--- src/rtl/core/clms_pkg.sv ---
// clms_pkg: shared types and constants of the character display marquee scroller.
// Used by every module under rtl/core except clms_ram; depends on nothing.
`timescale 1ns / 1ps
`default_nettype none
package clms_pkg;

    localparam int TEXT_DEPTH_DEF  = 256;
    localparam int NUM_SLOTS_DEF   = 2;
    localparam int NUM_COLUMNS_DEF = 11;

    localparam int CMD_W   = 3;
    localparam int COL_W   = 4;
    localparam int CHAR_W  = 8;
    localparam int CFG_IDX_W = 2;
    localparam int CFG_DATA_W = 8;
    localparam int SPACING_W = 5;

    localparam logic [CHAR_W-1:0] SPACE_CHAR = 8'd32;

    // input command codes
    localparam logic [CMD_W-1:0] CMD_LOAD       = 3'd0;
    localparam logic [CMD_W-1:0] CMD_PAUSE_ALL  = 3'd1;
    localparam logic [CMD_W-1:0] CMD_PAUSE_ROW  = 3'd2;
    localparam logic [CMD_W-1:0] CMD_RESUME_ALL = 3'd3;
    localparam logic [CMD_W-1:0] CMD_RESUME_ROW = 3'd4;
    localparam logic [CMD_W-1:0] CMD_STOP_ALL   = 3'd5;
    localparam logic [CMD_W-1:0] CMD_STOP_ROW   = 3'd6;
    localparam logic [CMD_W-1:0] CMD_TICK       = 3'd7;

    // configuration register indexes
    localparam logic [CFG_IDX_W-1:0] REG_PERIOD  = 2'd0;
    localparam logic [CFG_IDX_W-1:0] REG_DELAY   = 2'd1;
    localparam logic [CFG_IDX_W-1:0] REG_SPACING = 2'd2;

    localparam logic [7:0]           PERIOD_RST  = 8'd12;
    localparam logic [7:0]           DELAY_RST   = 8'd50;
    localparam logic [SPACING_W-1:0] SPACING_RST = 5'd3;

    typedef enum logic [2:0] {
        K_LOAD,
        K_PAUSE,
        K_RESUME,
        K_STOP,
        K_TICK
    } t_kind;

    typedef struct packed {
        t_kind              kind;
        logic               all_rows;
        logic [COL_W-1:0]   column;
        logic               row;
        logic [CHAR_W-1:0]  char_code;
        logic               last;
    } t_item;

    typedef struct packed {
        logic [7:0]           period_ticks;
        logic [7:0]           delay_ticks;
        logic [SPACING_W-1:0] spacing_blanks;
    } t_cfg;

endpackage
`default_nettype wire

--- src/rtl/core/clms_front.sv ---
// clms_front: accepts command beats, classifies them and queues them (two entries).
// Depends on clms_pkg.
`timescale 1ns / 1ps
`default_nettype none
module clms_front (
    input  wire logic                        i_clk,
    input  wire logic                        i_rst_n,
    input  wire logic                        i_in_valid,
    output logic                             o_in_ready,
    input  wire logic [clms_pkg::CMD_W-1:0]  i_cmd,
    input  wire logic [clms_pkg::COL_W-1:0]  i_column,
    input  wire logic                        i_row,
    input  wire logic [clms_pkg::CHAR_W-1:0] i_char_code,
    input  wire logic                        i_last,
    output logic                             o_q_valid,
    input  wire logic                        i_q_ready,
    output clms_pkg::t_item                  o_q_item
);
    import clms_pkg::*;

    t_item      r_ent [2];
    logic       r_wp, r_rp;
    logic [1:0] r_cnt;
    t_item      dec;
    logic       push, pop;

    always_comb begin
        dec.column    = i_column;
        dec.row       = i_row;
        dec.char_code = i_char_code;
        dec.last      = i_last;
        dec.all_rows  = 1'b0;
        case (i_cmd)
            CMD_LOAD:       dec.kind = K_LOAD;
            CMD_PAUSE_ALL:  begin dec.kind = K_PAUSE;  dec.all_rows = 1'b1; end
            CMD_PAUSE_ROW:  dec.kind = K_PAUSE;
            CMD_RESUME_ALL: begin dec.kind = K_RESUME; dec.all_rows = 1'b1; end
            CMD_RESUME_ROW: dec.kind = K_RESUME;
            CMD_STOP_ALL:   begin dec.kind = K_STOP;   dec.all_rows = 1'b1; end
            CMD_STOP_ROW:   dec.kind = K_STOP;
            default:        dec.kind = K_TICK;
        endcase
    end

    assign o_in_ready = (r_cnt != 2'd2);
    assign o_q_valid  = (r_cnt != 2'd0);
    assign o_q_item   = r_ent[r_rp];
    assign push       = i_in_valid && o_in_ready;
    assign pop        = o_q_valid && i_q_ready;

    always_ff @(posedge i_clk) begin
        if (push) begin
            r_ent[r_wp] <= dec;
        end
        if (!i_rst_n) begin
            r_wp  <= 1'b0;
            r_rp  <= 1'b0;
            r_cnt <= 2'd0;
        end else begin
            if (push) r_wp <= ~r_wp;
            if (pop)  r_rp <= ~r_rp;
            r_cnt <= r_cnt + 2'(push) - 2'(pop);
        end
    end
endmodule
`default_nettype wire

--- config.mk ---
export PLATFORM = sky130hd
export DESIGN_NAME = clms_front
export DESIGN_NICKNAME = d
export VERILOG_FILES = /design/src/rtl/core/clms_pkg.sv /design/src/rtl/core/clms_front.sv
export SDC_FILE = /design/constraint.sdc
export NUM_CORES = 1
export LEC_CHECK = 0
export BUFFER_PORTS_ARGS = -buffer_cell sky130_fd_sc_hd__buf_4
export CORE_MARGIN = 2
export CORE_UTILIZATION = 46
export DETAILED_ROUTE_END_ITERATION = 8
export PLACE_DENSITY_LB_ADDON = 0.3
export SYNTH_ARGS = -nofsm -noshare
export SYNTH_HDL_FRONTEND = slang
export SYNTH_SLANG_ARGS = --single-unit
--- constraint.sdc ---
create_clock -name i_clk -period 1.4 [get_ports i_clk]
set_input_delay 0.28 -clock i_clk [delete_from_list [all_inputs] [get_ports i_clk]]
set_output_delay 0.28 -clock i_clk [all_outputs]
set_load 0.03 [all_outputs]
=== Word level (Yosys, flattened, before mapping) ===
Memories as Yosys holds them, arrays and structs flattened. A register that Yosys moved wholly into a read port is not among the register bits.
Cells that the tools add are included.

* Register bits: 4
* Bits of input ports: 21
* Memories: 1
* Output and inout bits: 20
* Memory bits (writable): 36
* Word-level logic and storage cells: 29

{| class="wikitable"
|+ Memories
! memory !! words !! width !! read ports !! clocked after memory_dff !! wr ports !! RTL line !! RTL
|-
| r_ent || 2 || 18 || 1 || 1 || 1 || clms_front.sv:21 || <nowiki>t_item r_ent [2];</nowiki>
|}

* Add/sub/neg operators: 2
* Eq/ne operators: 7
* Reduce and logical (&&, ||, !) cells: 8
* Mux-type cells: 6
* Bitwise gates (word level): 2

{| class="wikitable"
|+ Operators with widths
! cell !! count
|-
| one-hot mux 3 bit (4 select lines) || 1
|-
| equality test 3 bit (second input constant) || 3
|-
| equality test 3 x 2 -> 1 bit (second input constant) || 2
|-
| OR reduction 2 bit || 3
|-
| 2-to-1 mux 1 bit || 5
|-
| equality test 3 x 1 -> 1 bit (second input constant) || 1
|-
| logical NOT 3 bit || 1
|-
| OR reduction 3 bit || 1
|-
| adder 2 x 1 -> 2 bit || 1
|-
| logical AND 1 bit || 2
|-
| inequality test 2 bit (second input constant) || 1
|-
| NOT 1 bit || 2
|-
| nonzero test 2 bit || 1
|-
| subtractor 2 x 1 -> 2 bit || 1
|}

=== Depth between registers and ports, before layout ===
Gate-level depths: netlist (run 1).

* Word-level depth: 4
* Gate-level depth with buffers: 6
* Mapped depth without buffers: 6

=== Least setup slack after synthesis (run 1) ===
OpenSTA, ideal clock, no wires.

* Path kind: register to register
* From: register r_cnt[0]
* To: memory r_ent[1][0] in the netlist's numbering (enable)
* Stages on the path, launching flop included: 3
* Buffers on the path: 0
* Path slack: -0.330 ns
* Period minus slack after synthesis: 1.730 ns
* Arrival: 1.354 ns
* Library setup time: 0.376 ns
* Cell sequence: dfxtp_1 > nand2b_1 > and3_1

* Word-level cells in the longest chain between the ends: 4

{| class="wikitable"
|+ RTL lines
! item !! RTL line !! RTL
|-
| start: declaration || clms_front.sv:23 || <nowiki>logic [1:0] r_cnt;</nowiki>
|-
| start signal: assignment || clms_front.sv:62 || <nowiki>r_cnt <= r_cnt + 2'(push) - 2'(pop);</nowiki>
|-
| inequality test 2 bit || clms_front.sv:45 || <nowiki>assign o_in_ready = (r_cnt != 2'd2);</nowiki>
|-
| named net o_in_ready || clms_front.sv:9 || <nowiki>output logic o_in_ready,</nowiki>
|-
| logical AND 1 bit || clms_front.sv:48 || <nowiki>assign push = i_in_valid && o_in_ready;</nowiki>
|-
| 2-to-1 mux 1 bit || clms_front.sv:52 || <nowiki>if (push) begin</nowiki>
|-
| 2-to-1 mux 1 bit (not written as such) || clms_front.sv:53 || <nowiki>r_ent[r_wp] <= dec;</nowiki>
|-
| end: declaration || clms_front.sv:21 ||
|}

The timed path passes the listed nets, and every way through them passes these cells.

==> results of run 1 <==
## path summary, 6_finish.rpt
check                           start                     to  slack, ps
setup / recovery             register            o_q_item[8]       -240
setup reg to reg  r_cnt[0]$_SDFF_PN0_    r_cnt[0]$_SDFF_PN0_         70
hold / removal         i_char_code[3]  r_ent[1][4]$_DFFE_PP_        110
hold reg to reg     r_rp$_SDFFE_PN0P_      r_rp$_SDFFE_PN0P_        610
## critical path, cell delays in order (launching register included)
cell and delay (ps):
dfxtp_4 420, buf_12 140, mux2_4 310, buf_6 140
## metrics by stage
stage / worst slack [ps] / TNS, ps / hold slack [ps]
2_1_floorplan: 45.0 / 0 / 379
3_3_place_gp: 66.0 / 0 / 466
3_5_place_dp: 32.5 / 0 / 470
4_1_cts: -258 / -4500 / 92.5
5_1_grt: -304 / -5370 / 71.7
6_report: -242 / -4140 / 105
## final cells by class
type,instances,area (um2)
tap,46,57.6
sequential,41,1190
fill,258,1050
multi-input combinational,46,492
timing repair buffer,49,487
clock buffer,5,37.5
inverter,1,7.51
clock inverter,3,17.5
## sequential cells by signal, summed over array words and instances, names as in the netlist, named ones only
name and flops:
r_ent 36, r_cnt 2, r_rp 1, r_wp 1
## metal layers
| layer | GRT usage [%] | vias to the layer above |
|---|---|---|
| met3 | 6.85 | 5 |
| met4 | 7.50 | 0 |
| met2 | 25.4 | 29 |
| met5 | 0 | - |
| met1 | 20.4 | 464 |
| li1 | - | 449 |
## placed cells by master (no fill, tap or decap), drive strengths merged
cell	instances
clkbuf	5
dfxtp	5
nand2	2
mux2i	1
mux2	18
nand3b	1
a21boi	2
a32oi	1
or2	1
xnor2	2
a211oi	1
clkinvlp	1
o21ai	2
and3	2
nand2b	2
edfxtp	36
nor2b	1
xor2	1
clkinv	3
ha	1
a21bo	2
nor2	2
buf	49
and2	3
nand3	1
## power breakdown
part	total (W)	switching [W]	internal [W]
logic	0.00151	0.000697	0.000817
registers	0.00159	0.0000839	0.00150
clock network	0.000576	0.000386	0.000190
total	0.00368	0.00117	0.00251
## synthesized netlist by cell type (2+ instances only)
cell type / number / area [um2]
nand2b_1: 2 / 12.5
nand2_1: 2 / 7.51
dfxtp_1: 5 / 100
mux2_2: 17 / 191
edfxtp_1: 36 / 1080
xnor2_1: 2 / 17.5
a21bo_1: 2 / 20.0
and2_1: 3 / 18.8
nor2_1: 2 / 7.51
and3_1: 2 / 12.5
## cell families after synthesis
logic type | after synthesis | share of synthesized area [%]
adders and majority gates | 1 | 0.783
DFF | 41 | 73.9
xor gates and xnor gates | 3 | 1.64
buffers and inverters | 3 | 1.25
muxes | 19 | 13.3
AOI/OAI and AO/OA | 8 | 3.84
and+or+nand+nor | 15 | 5.25
## timing repair
item                       4_1_cts  5_1_grt
gates cloned                     1        0
setup buffers                    3        0
pin swaps                        0        3
resized for setup               47        4
setup endpoints to repair       20       22
==> summary.txt, run 1 <==
Synthesis
  • Post-synthesis sequential area ratio: 73.9%
  • Post-Syn Area: 1600 um2
  • Flops & latches, synth: 41
  • Post-Syn Instances: 90
  • Post-synthesis async set-or-reset flop share: 0%
  • Yosys warns: 0
  • Syn Area/Cell: 17.8 um2
  • Post-synth EDFFs: 36
  • Synth Flop Type: edfxtp_1
  • Yosys cell types: 27
  • Syn_nets: 112

Setup path
  • CP Launch Type: register
  • CP endpoint kind: output port
  • Crit path DAT: 1360 ps
  • R2R depth: 7
  • Critical Path RT: 1120 ps
  • WS Path Type: register to output port
  • Crit Path Max Fanout: 7

Place
  • Port buffer count: 40
  • DP Area: 2010 um2
  • Placer Congestion: 0.652
  • Placed Cells: 179

Routing
  • Number of nets with antenna violations after routing: 0
  • WL met1: 1190 um
  • Via count: 947
  • Via density: 4.96
  • Met2 WL post-DR: 1460 um
  • Drt first pass iters: 4
  • # DRC: 0
  • Routed WL: 2880 um
  • Highest routed layer: met4
  • DR iter-0 viols: 15
  • Met3 WL: 175 um
  • Per-cell routed wire length: 15.1 um

Finish
  • Finished Core Util: 68.5%
  • Final std cells w/o fill: 191
  • Share of cells above drive strength 1: 57.9%
  • Nets: 166
  • # diodes: 0
  • Design area: 2290 um2
  • P&R area growth vs syn: 43.1%

Die
  • Top-Level Pins: 41
  • Initial Util: 47.9%
  • Num rows: 21
  • Core footprint: 3340 um2
  • Chip width: 62.9 um
  • Die ar.: 3960 um2
  • Die height: 62.9 um

Clock tree
  • Worst skew pair latency: 350 ps
  • CTS tree: built
  • Clock transition at the registers of the reported paths: 120 ps
  • Root buffer cell: clkbuf_4
  • H-tree depth: 2
  • Clock tree buffer depth: 2
  • CTS Sinks: 41
  • Post-CTS Hold Buffers: 0
  • TritonCTS Buffers: 5

Power
  • Maximum vdd ir drop: 0.939 mV
  • Leak Pwr: 0.908 nW
  • Power per cell area: 1610 nW/um2
  • Total Power: 0.00368 W

Timing
  • Final setup violating endpoints: 19
  • Fin crit share: 117%
  • Relative slew slack: 82.0%
  • Worst clock skew: 5.63 ps
  • Unrepaired setup endpoints after global routing: yes
  • Max-slew violations: 0
  • Crit path time final: 1640 ps
  • Fin. Hold Viols: 0
  • Worst setup margin: -242 ps
  • Slew at the pin with the worst max-slew slack: 267 ps
  • Fmax: 609 MHz

Status
  • Status: finished with violations
  • Failing checks: setup timing

Job
  • Maxcap violations: 0

Global route
  • First-pass GRT wire length: 4790 um
  • Largest net degree at the start of global routing: 19
  • Initial antenna violation count: 0
  • Vias in the first global route: 988
  • Global Route Usage Sum: 16.5%
  • Total grt overflow: 0

Min path
  • Hold Path Class: primary input to register
  • Worst hold stages: 1
Note: power is estimated with default switching activity, not from simulation.
==> inputs of run 2 (changes only) <==
Settings changed: CORE_UTILIZATION 46 to 49, CTS_BUF_LIST set to sky130_fd_sc_hd__clkbuf_4 sky130_fd_sc_hd__clkbuf_8.
==> run 2 against run 1 <==
Compared with the run above: the run still ends with setup timing left; critical path depth stayed put; core utilization grew 5.5 points; register-to-register slack lost 70 ps; sequential cell count stayed put; non-clock buffer count up 1; critical path type unchanged.
==> summary.txt, run 2 (synthesis gave the netlist of run 1 again) <==
Place
  • Port buffer count: 40 (unchanged)
  • HPWL Detailed: 1740 um
  • Placed Cells: 177 (-1.1%)
  • Placer Congestion: 0.615 (-5.8%)
  • Dpl ws: 17.5 ps (-15.0 ps)

Routing
  • Per-cell routed wire length: 15.2 um (+0.71%)
  • Routed WL: 2870 um (-0.35%)
  • Via density: 5.03 (+1.4%)
  • Drt first pass iters: 4 (unchanged)
  • Number of nets with antenna violations after routing: 0 (unchanged)
  • # DRC: 0 (unchanged)
  • DR iter-0 viols: 25 (+10)
  • Via count: 950 (+0.32%)

Timing
  • Worst clock skew: 4.22 ps (-1.42 ps)
  • Worst setup margin: -191 ps (+51.5 ps)
  • Post-route setup TNS: -3310 ps (+832 ps)
  • Crit path time final: 1590 ps (-51.5 ps)
  • Fin. Hold Viols: 0 (unchanged)
  • Worst hold slack: 126 ps (+21.0 ps)
  • Slew at the pin with the worst max-slew slack: 263 ps (-4.14 ps)
  • Max-slew violations: 0 (unchanged)
  • Unrepaired setup endpoints after global routing: yes
  • Fmax: 629 MHz (+3.2%)
  • Fin crit share: 114% (-3.7 points)
  • Relative slew slack: 82.5% (+0.44 points)
  • Final setup violating endpoints: 20 (+1)

Power
  • Clk network pwr share: 14.5% (-1.2 points)
  • Sw frac: 30.7% (-1.0 points)
  • P_int: 0.00252 W (+0.50%)
  • Comb pwr share: 42.2% (+1.0 points)
  • Switch Pwr: 0.00112 W (-4.1%)
  • Sequential share of power: 43.3% (about the same)
  • Leak Pwr: 0.908 nW (about the same)
  • Power per cell area: 1600 nW/um2 (-0.58%)
  • Maximum vdd ir drop: 0.878 mV (-6.5%)

Clock tree
  • Post-CTS Hold Buffers: 0 (unchanged)
  • H-tree depth: 2 (unchanged)
  • CTS tree: built
  • Worst skew pair latency: 330 ps (-20 ps)
  • Root buffer cell: clkbuf_4
  • TritonCTS Buffers: 5 (unchanged)
  • Clock tree buffer depth: 2 (unchanged)
  • Clock transition at the registers of the reported paths: 100 ps (-20 ps)
  • CTS Sinks: 41 (unchanged)

Setup path
  • Critical Path Stages: 3 (unchanged)
  • Delay-heaviest family, CP: flip-flops
  • Critical path's largest stage delay: 390 ps (-30 ps)
  • Critical Path RT: 1120 ps (about the same)
  • Crit path DAT: 1310 ps (-50 ps)
  • Worst path cell trace: buf_6 -> mux2_4 -> buf_6
  • Reg2reg setup slack: 0 ps (-70 ps)
  • Crit Path Max Fanout: 5 (-2)
  • CP Launch Type: register
  • CP bufs+invs: 2 (unchanged)
  • Slowest cell on crit path: dfxtp_4
  • R2R depth: 7 (unchanged)
  • WS Path Type: register to output port
  • CP endpoint kind: output port
  • CP dominant cell by count: buf_6

Finish
  • Finished Core Util: 74.0% (+5.5 points)
  • Filler cells: 211 (-18%)
  • # diodes: 0 (unchanged)
  • Commonest non-fill, non-tap cell in the layout: edfxtp_1
  • Max FFs per register: 36 (unchanged)
  • Biggest regs: r_ent x36, r_cnt x2
  • Nets: 167 (+0.60%)
  • Reg with most FFs: r_ent
  • P&R area growth vs syn: 42.5%
  • Commonest non-fill, non-tap cells in the layout: 36 x edfxtp_1, 25 x buf_6, 24 x buf_4
  • Final std cells w/o fill: 189 (-1.0%)
  • Share of cells above drive strength 1: 58.6% (+0.69 points)

Status
  • Failing checks: setup timing
  • Status: finished with violations

Die
  • Initial Util: 51.9% (+4.0 points)
  • Chip width: 61.1 um (-2.9%)
  • Die ar.: 3730 um2 (-5.7%)
  • Top-Level Pins: 41 (unchanged)
  • Num rows: 20 (-4.8%)
  • Die height: 61.1 um (-2.9%)
  • Core footprint: 3080 um2 (-7.8%)

Global route
  • Vias in the first global route: 943 (-4.6%)
  • Largest net degree at the start of global routing: 19 (unchanged)
  • First-pass GRT wire length: 4160 um (-13%)
  • Initial antenna violation count: 0 (unchanged)
  • Total grt overflow: 0 (unchanged)
  • Global Route Usage Sum: 16.4% (-0.11 points)

Job
  • Maxcap violations: 0 (unchanged)

Min path
  • Hold Path Class: primary input to register
  • Worst hold stages: 1 (unchanged)
[run 2: cell type report]
type	instances	area, um2	share of cell area (%)
sequential	41	1190	52.1
multi-input combinational	46	497	21.8
timing repair buffer	50	482	21.2
tap	44	55.1	2.42
clock buffer	6	45.0	1.98
inverter	1	7.51	0.330
clock inverter	1	3.75	0.165
[run 2: final timing paths]
path,startpoint,end
setup / recovery,register,o_q_item[14]
hold / removal,i_column[1],r_ent[0][11]$_DFFE_PP_
setup reg to reg,r_cnt[0]$_SDFF_PN0_,r_cnt[1]$_SDFF_PN0_
hold reg to reg,r_rp$_SDFFE_PN0P_,register
[run 2: repair_timing]
item                                    in CTS  in global routing
gates resized for setup                     44                 12
endpoints found under the setup margin      19                 22
cloned                                       1                  0
hold endpoints to repair                     0                  0
pin swaps                                    0                  3
buffers inserted                             2                  2
[run 2: routing by layer]
| metal | GRT usage, % | wire length [um] | vias up | share of wire, % |
|---|---|---|---|---|
| met4 | 9.32 | 47 | 0 | 1.6 |
| met3 | 6.09 | 145 | 6 | 5.1 |
| met1 | 17.1 | 1140 | 463 | 40 |
| li1 | - | - | 452 | - |
| met2 | 28.4 | 1530 | 29 | 53 |
| met5 | 0 | 0 | - | 0 |
[run 2: stage by stage]
stage               cell area [um2]  total power (W)
detailed placement             1990          0.00271
floorplan                      1610          0.00231
global route                   2280          0.00379
CTS                            2210          0.00354
global placement               1990          0.00268
finish                         2280          0.00364
[run 2: power groups by stage]
stage	Clock [W]	Combinational, W	Sequential (W)
global route	0.000596	0.00160	0.00159
floorplan	0	0.000745	0.00157
finish	0.000528	0.00154	0.00158
CTS	0.000557	0.00141	0.00157
detailed placement	0	0.00113	0.00157
global placement	0	0.00112	0.00156
